==> src/rtl/hbs_prienc.sv <==
module hbs_prienc #(
	parameter int W = 64
) (
	input  logic [W-1:0]         vec,
	input  logic                 high,
	output logic                 any,
	output logic [$clog2(W)-1:0] idx
);

	localparam int IW = $clog2(W);

	// Pick the lowest or the highest set bit
	always_comb begin
		any = |vec;
		idx = '0;
		if (high) begin
			for (int i = 0; i < W; i++) begin
				if (vec[i]) idx = IW'(i);
			end
		end else begin
			for (int i = W - 1; i >= 0; i--) begin
				if (vec[i]) idx = IW'(i);
			end
		end
	end

endmodule

==> config.mk <==
export PLATFORM = sky130hd
export DESIGN_NAME = hbs_prienc
export DESIGN_NICKNAME = d
export VERILOG_FILES = /design/src/rtl/hbs_prienc.sv
export SDC_FILE = /design/constraint.sdc
export NUM_CORES = 1
export LEC_CHECK = 0
export ABC_AREA = 1
export BUFFER_PORTS_ARGS = -buffer_cell sky130_fd_sc_hd__buf_2
export CORE_MARGIN = 8
export CORE_UTILIZATION = 51
export DETAILED_ROUTE_END_ITERATION = 6
export MAX_ROUTING_LAYER = met4
export PLACE_DENSITY = 0.88
export SYNTH_ARGS = -nofsm -noshare
export SYNTH_HDL_FRONTEND = slang
export SYNTH_SLANG_ARGS = --single-unit
==> constraint.sdc <==
create_clock -name vclk -period 3.9
set_input_delay 0.39 -clock vclk [all_inputs]
set_output_delay 0.39 -clock vclk [all_outputs]
set_load 0.02 [all_outputs]
==> reports/metrics.yaml, run 1 <==
power:
  swShare_pct: 47.0
  power_density_mw_per_mm2: 89.7
  power_frac_clock_pct: 0
  p_leak_nw: 1.45
  combPwrFrac_pct: 100.0
  power_frac_seq_pct: 0
  intPower_w: 0.000101
  ir_drop_uv: 44.7
  p_switching_w: 0.0000898
job:
  maxCapViolCount: 0
layout:
  drive_gt1_share_pct: 22.9
  final_nets: 504
  num-fill-cells: 328
  clkbuf_count: 0
  stdcell_area_sq_mm: 0.00213
  seq_area_sq_um: 0
  syn_to_final_growth_pct: 28.5
  n_antenna_cell: 0
  seq_cells: 0
setup_path:
  slowest_delay_ns: 0.12
  cp_slowest_cell: "buf_6"
  critical_path_class: "primary input to output pin"
  crit_fanout: 2
  crit_path_start_kind: "primary input"
  critPathRequiredTime_ns: 3.51
  path_delay_family: "simple AND/OR/NAND/NOR gates"
  crit_top_cell: "nand2_1"
  worst-path-stages: 67
  crit_buf_inv: 3
  cp.arrival_ns: 3.63
  crit_path_end_kind: "output pin"
  crit_end: "idx[0]"
  setup.worst_path.start: "vec[2]"
timing:
  worstMarginPinSlew_ns: 0.240
  maxSlewViolCount: 0
  grt_setup_unrepaired: "true"
  worst_hold_slack_ns: 1.17
  finalCriticalPeriod_ns: 4.02
  fmax_mhz: 248
  fin_ws_ns: -0.124
  final-hold-violation-count: 0
  period_share_pct: 103
  setup_viol: 1
  slew_headroom_pct: 83.9
grt:
  grt_pass1_wl_mm: 6.73
  grt.total_usage_pct: 14.5
  antenna_found_initial: 0
  grt_max_degree: 8
  grt_remaining_overflow: 0
  grt_pass1_vias: 1830
route:
  top_layer_used: "met4"
  vias: 2087
  wl_met3_um: 173
  drt_iter0_drc: 63
  drtAntennaViolNets: 0
  wl_met2_mm: 1.87
  wl_per_cell_um: 7.90
  wl_met1_mm: 1.75
  drc: 0
  routed_wl_mm: 3.80
  dr.pass1.iters: 4
  vias_per_cell: 4.34
logic_synthesis:
  yosysSeqAreaShare_pct: 0
  yosys_warnings: 0
  synth_area_leader_cell: "nand2_1"
  syn_area_sq_mm: 0.00166
  synth.area.top_cells: "nand2_1 (49%), bufinv_8 (20%), inv_1 (12%), nor2_1 (10%), a21oi_1 (2.7%)"
  syn_avg_cell_area_sq_um: 4.62
  synthMostInstantiatedCell: "nand2_1"
  synth_top_area_share_pct: 48.9
  synth_fp_nets: 424
  ys_types: 16
  yosys-top-cells-count: "nand2_1 (216), inv_1 (52), nor2_1 (44), bufinv_8 (19), a21oi_1 (9)"
  syn_inst: 359
floorplanning:
  die_height_um: 73.0
  start_util_pct: 53.9
  row_count: 20
  die_x_um: 73.0
  io_pins: 72
  core-area_sq_mm: 0.00308
  die_area_sq_mm: 0.00533
hold_path:
  min_path_type: "primary input to output pin"
place:
  placed_area_sq_mm: 0.00212
  dp_hpwl_mm: 3.57
  port_buffers: 72
  gp_congestion: 0.874
status:
  violations: "setup timing"
  status: "complete, but fails checks"
cts:
  hold_buffers: 0
  cts_setup_buffers: 0
-- tightest hold or removal path, delay by kind of cell --
kind	cells	cell delay, ns
buf+inv	2	0.22
simple gates	3	0.18
-- power groups by stage --
stage / clock (W) / sequential [W] / combinational, W
global route: 0 / 0 / 0.000218
detailed placement: 0 / 0 / 0.000190
global placement: 0 / 0 / 0.000187
finish: 0 / 0 / 0.000191
floorplan: 0 / 0 / 0.000127
CTS: 0 / 0 / 0.000193
-- layout make-up --
| cell class | instances | area (sq um) | share of cell area, % |
|---|---|---|---|
| Multi-Input combinational cell | 286 | 1120 | 52.7 |
| Inverter | 73 | 536 | 25.1 |
| Timing Repair Buffer | 78 | 418 | 19.6 |
| Tap cell | 44 | 55.1 | 2.58 |
-- stage by stage --
stage | util [%] | power, W | worst slack [ns] | instances | setup TNS [ns]
2_1_floorplan | - | 0.000127 | 0.292 | 359 | 0
3_3_place_gp | 68.8 | 0.000187 | -0.138 | 481 | -0.138
5_1_grt | 69.2 | 0.000218 | -0.769 | 481 | -0.769
6_report | 69.2 | 0.000191 | -0.124 | 481 | -0.124
4_1_cts | 69.2 | 0.000193 | -0.171 | 481 | -0.171
3_5_place_dp | 68.8 | 0.000190 | -0.221 | 481 | -0.221
-- cell usage in the layout, fill, tap and decap left out --
master and count:
buf_2 70, nand3_1 2, a32oi_1 1, o31ai_1 2, inv_1 50, o21bai_1 1
o21ai_1 6, clkinv_1 1, bufinv_8 19, nand4_1 1, buf_4 6, inv_2 3
nor4_1 1, nand2_1 216, nor2_1 44, o21ai_0 2, buf_6 2, a21boi_0 1
a21oi_1 9
-- worst min path at each step --
stage	start	to	slack (ns)	cells after the start
after floorplan	high	idx[4]	0.95	2
after global placement	vec[0]	idx[0]	1.17	5
after detailed placement	vec[0]	idx[0]	1.18	5
after CTS	vec[0]	idx[0]	1.17	5
after global routing	vec[0]	idx[0]	1.21	5
final	vec[0]	idx[0]	1.17	5
-- what timing repair did --
action | CTS | global route
resized for setup | 4 | 1
endpoints found under the setup margin | 1 | 1
endpoints found under the hold margin | 0 | 0
gates cloned | 0 | 0
pin swaps | 1 | 2
-- kinds of logic (layout without fill, tap and decap cells) --
group,Yosys count,in the layout,synth area share (%)
and+or+nand+nor,264,264,60.2
buffers and inverters,73,151,32.3
AOI/OAI and AO/OA,22,22,7.47
-- per-layer routing --
| metal | global-route usage [%] | up-vias |
|---|---|---|
| met5 | - | - |
| met4 | 0.444 | 0 |
| met3 | 1.51 | 2 |
| met2 | 27.5 | 44 |
| met1 | 16.7 | 842 |
| li1 | - | 1199 |
Note: power is estimated with default switching activity, not from simulation.
==> run 2: changes to the inputs <==
--- a/config.mk
+++ b/config.mk
@@ -5,10 +5,9 @@
 export SDC_FILE = /design/constraint.sdc
 export NUM_CORES = 1
 export LEC_CHECK = 0
-export ABC_AREA = 1
-export BUFFER_PORTS_ARGS = -buffer_cell sky130_fd_sc_hd__buf_2
+export BUFFER_PORTS_ARGS = -buffer_cell sky130_fd_sc_hd__clkbuf_2
 export CORE_MARGIN = 8
-export CORE_UTILIZATION = 51
+export CORE_UTILIZATION = 49
 export DETAILED_ROUTE_END_ITERATION = 6
 export MAX_ROUTING_LAYER = met4
 export PLACE_DENSITY = 0.88
==> reports/metrics.yaml, run 2 <==
status:
  status: "completed"  # was complete, but fails checks
route:
  wl_per_cell_um: 15.0  # was 7.90 um
  dr.pass1.iters: 5  # was 4
  routed_wl_mm: 5.19  # was 3.80 mm
  drtAntennaViolNets: 0  # unchanged
  drt_iter0_drc: 225  # was 63
  vias: 2257  # was 2,087
  drc: 0  # unchanged
  vias_per_cell: 6.52  # was 4.34
logic_synthesis:
  synthMostInstantiatedCell: "nor2_1"  # was nand2_1
  syn_avg_cell_area_sq_um: 5.81  # was 4.62 sq um
  synth.area.top_cells: "nor2_1 (9.5%), a21oi_1 (8.8%), nor3_1 (7.8%), nor4_1 (6.2%), o21ai_0 (5.6%)"  # was nand2_1 (49%), bufinv_8 (20%), inv_1 (12%), nor2_1 (10%), a21oi_1 (2.7%)
  yosys_warnings: 0  # unchanged
  synth_area_leader_cell: "nor2_1"  # was nand2_1
  yosys-top-cells-count: "nor2_1 (36), a21oi_1 (25), nor3_1 (22), o21ai_0 (16), inv_1 (15)"  # was nand2_1 (216), inv_1 (52), nor2_1 (44), bufinv_8 (19), a21oi_1 (9)
  syn_area_sq_mm: 0.00142  # was 0.00166 sq mm
  ys_types: 49  # was 16
  synth_top_area_share_pct: 9.53  # was 48.9%
  synth_fp_nets: 309  # was 424
  syn_inst: 244  # was 359
  yosysSeqAreaShare_pct: 0  # unchanged
timing:
  grt_setup_unrepaired: "false"  # was true
  final-hold-violation-count: 0  # unchanged
  finalSetupTns_ns: 0  # was -0.124 ns
  finalCriticalPeriod_ns: 2.40  # was 4.02 ns
  period_share_pct: 61.6  # was 103%
  setup_viol: 0  # was 1
  maxSlewViolCount: 0  # unchanged
  worstMarginPinSlew_ns: 0.709  # was 0.240 ns
  slew_headroom_pct: 52.3  # was 83.9%
  fmax_mhz: 416  # was 248 MHz
place:
  dp_hpwl_mm: 4.38  # was 3.57 mm
  port_buffers: 72  # unchanged
  dp.cells: 346  # was 481
  placed_area_sq_mm: 0.00181  # was 0.00212 sq mm
  gp_congestion: 0.920  # was 0.874
layout:
  stdcell_area_sq_mm: 0.00181  # was 0.00213 sq mm
  clkbuf_count: 0  # unchanged
  mostFrequentLayoutCell: "clkbuf_2"  # was nand2_1
  drive_gt1_share_pct: 27.0  # was 22.9%
  num-fill-cells: 270  # was 328
  final_cells: 346  # was 481
  seq_cells: 0  # unchanged
  final_nets: 382  # was 504
  most-common-layout-cells: "clkbuf_2 (72), nor2_1 (36), a21oi_1 (25)"  # was nand2_1 (216), buf_2 (70), inv_1 (50)
  n_antenna_cell: 0  # unchanged
  seq_area_sq_um: 0  # unchanged
  syn_to_final_growth_pct: 27.9  # was 28.5%
grt:
  grt_pass1_vias: 2069  # was 1,830
  antenna_found_initial: 0  # unchanged
  grt_pass1_wl_mm: 8.68  # was 6.73 mm
  grt_remaining_overflow: 0  # unchanged
  grt_max_degree: 12  # was 8
  grt.total_usage_pct: 19.8  # was 14.5%
setup_path:
  crit_path_start_kind: "primary input"  # unchanged
  crit_path_end_kind: "output pin"  # unchanged
  critical_path_class: "primary input to output pin"  # unchanged
  crit_fanout: 6  # was 2
  crit_top_cell: "clkbuf_2"  # was nand2_1
  cp.arrival_ns: 2.01  # was 3.63 ns
  critPathRequiredTime_ns: 3.51  # about the same
  cp_slowest_cell: "nor4_1"  # was buf_6
  crit_path_cell_trace: "clkbuf_2 > nor4_1 > and2_1 > nand2_1 > a21oi_1 > o32a_1 > clkbuf_2"
  slowest_delay_ns: 0.65  # was 0.12 ns
floorplanning:
  die_x_um: 69.8  # was 73.0 um
  start_util_pct: 51.4  # was 53.9%
  row_count: 19  # was 20
  core-area_sq_mm: 0.00276  # was 0.00308 sq mm
  die_height_um: 69.8  # was 73.0 um
  io_pins: 72  # unchanged
  die_area_sq_mm: 0.00487  # was 0.00533 sq mm
power:
  p_switching_w: 0.0000965  # was 0.0000898 W
  p_leak_nw: 0.696  # was 1.45 nW
  power_frac_clock_pct: 0  # about the same
  intPower_w: 0.0000594  # was 0.000101 W
  ir_drop_uv: 72.7  # was 44.7 uV
  power_density_mw_per_mm2: 86.0  # was 89.7 mW/mm^2
  power_frac_seq_pct: 0  # about the same
  swShare_pct: 61.9  # was 47.0%
  combPwrFrac_pct: 100.0  # about the same
cts:
  cts_setup_buffers: 0  # unchanged
  cts_resized: 0  # was 4
  hold_buffers: 0  # unchanged
hold_path:
  min_path_type: "primary input to output pin"  # unchanged
job:
  maxCapViolCount: 0  # unchanged
-- run 2: cells by family after synthesis --
family / synth area share (%)
simple gates: 50.6
compound gates: 44.9
buf+inv: 4.50
-- run 2: metrics by stage --
| stage | power (W) | hold WS (ns) | util (%) | worst slack [ns] |
|---|---|---|---|---|
| 3_3_place_gp | 0.000149 | 1.22 | 65.7 | 1.54 |
| 5_1_grt | 0.000172 | 1.28 | 65.7 | 1.31 |
| 2_1_floorplan | 0.0000677 | 1.04 | - | 1.76 |
| 4_1_cts | 0.000153 | 1.23 | 65.7 | 1.50 |
| 3_5_place_dp | 0.000152 | 1.23 | 65.7 | 1.51 |
| 6_report | 0.000156 | 1.23 | 65.7 | 1.50 |
-- run 2: area by class of cell --
class                      count  area [sq um]  share of cell area [%]
multi-input combinational    227          1350                    74.7
inverter                      16          60.1                    3.31
tap                           31          38.8                    2.14
timing repair buffer          72           360                    19.9
-- run 2: worst paths after layout --
kind	startpoint	to	slack [ns]	cells after the start
worst min-delay path	high	idx[3]	1.23	3
worst max-delay path	vec[43]	idx[4]	1.50	7
-- run 2: worst max-delay path: cells and delay by family --
family                 cells  cell delay (ns)
AND/OR/NAND/NOR            3             1.01
AO/OA/AOI/OAI              2             0.33
buffers and inverters      2             0.28
-- run 2: per-layer routing --
layer	wire length (um)	up-vias	global-route usage, %
li1	-	1125	-
met1	2210	1000	25.8
met2	2480	130	32.7
met3	477	2	2.72
met4	12	0	1.56
met5	0	-	-
-- run 2: power by group through the flow --
stage,clock network [W],registers (W),logic [W]
6_report,0,0,0.000156
5_1_grt,0,0,0.000172
4_1_cts,0,0,0.000153
3_5_place_dp,0,0,0.000152
3_3_place_gp,0,0,0.000149
2_1_floorplan,0,0,0.0000677
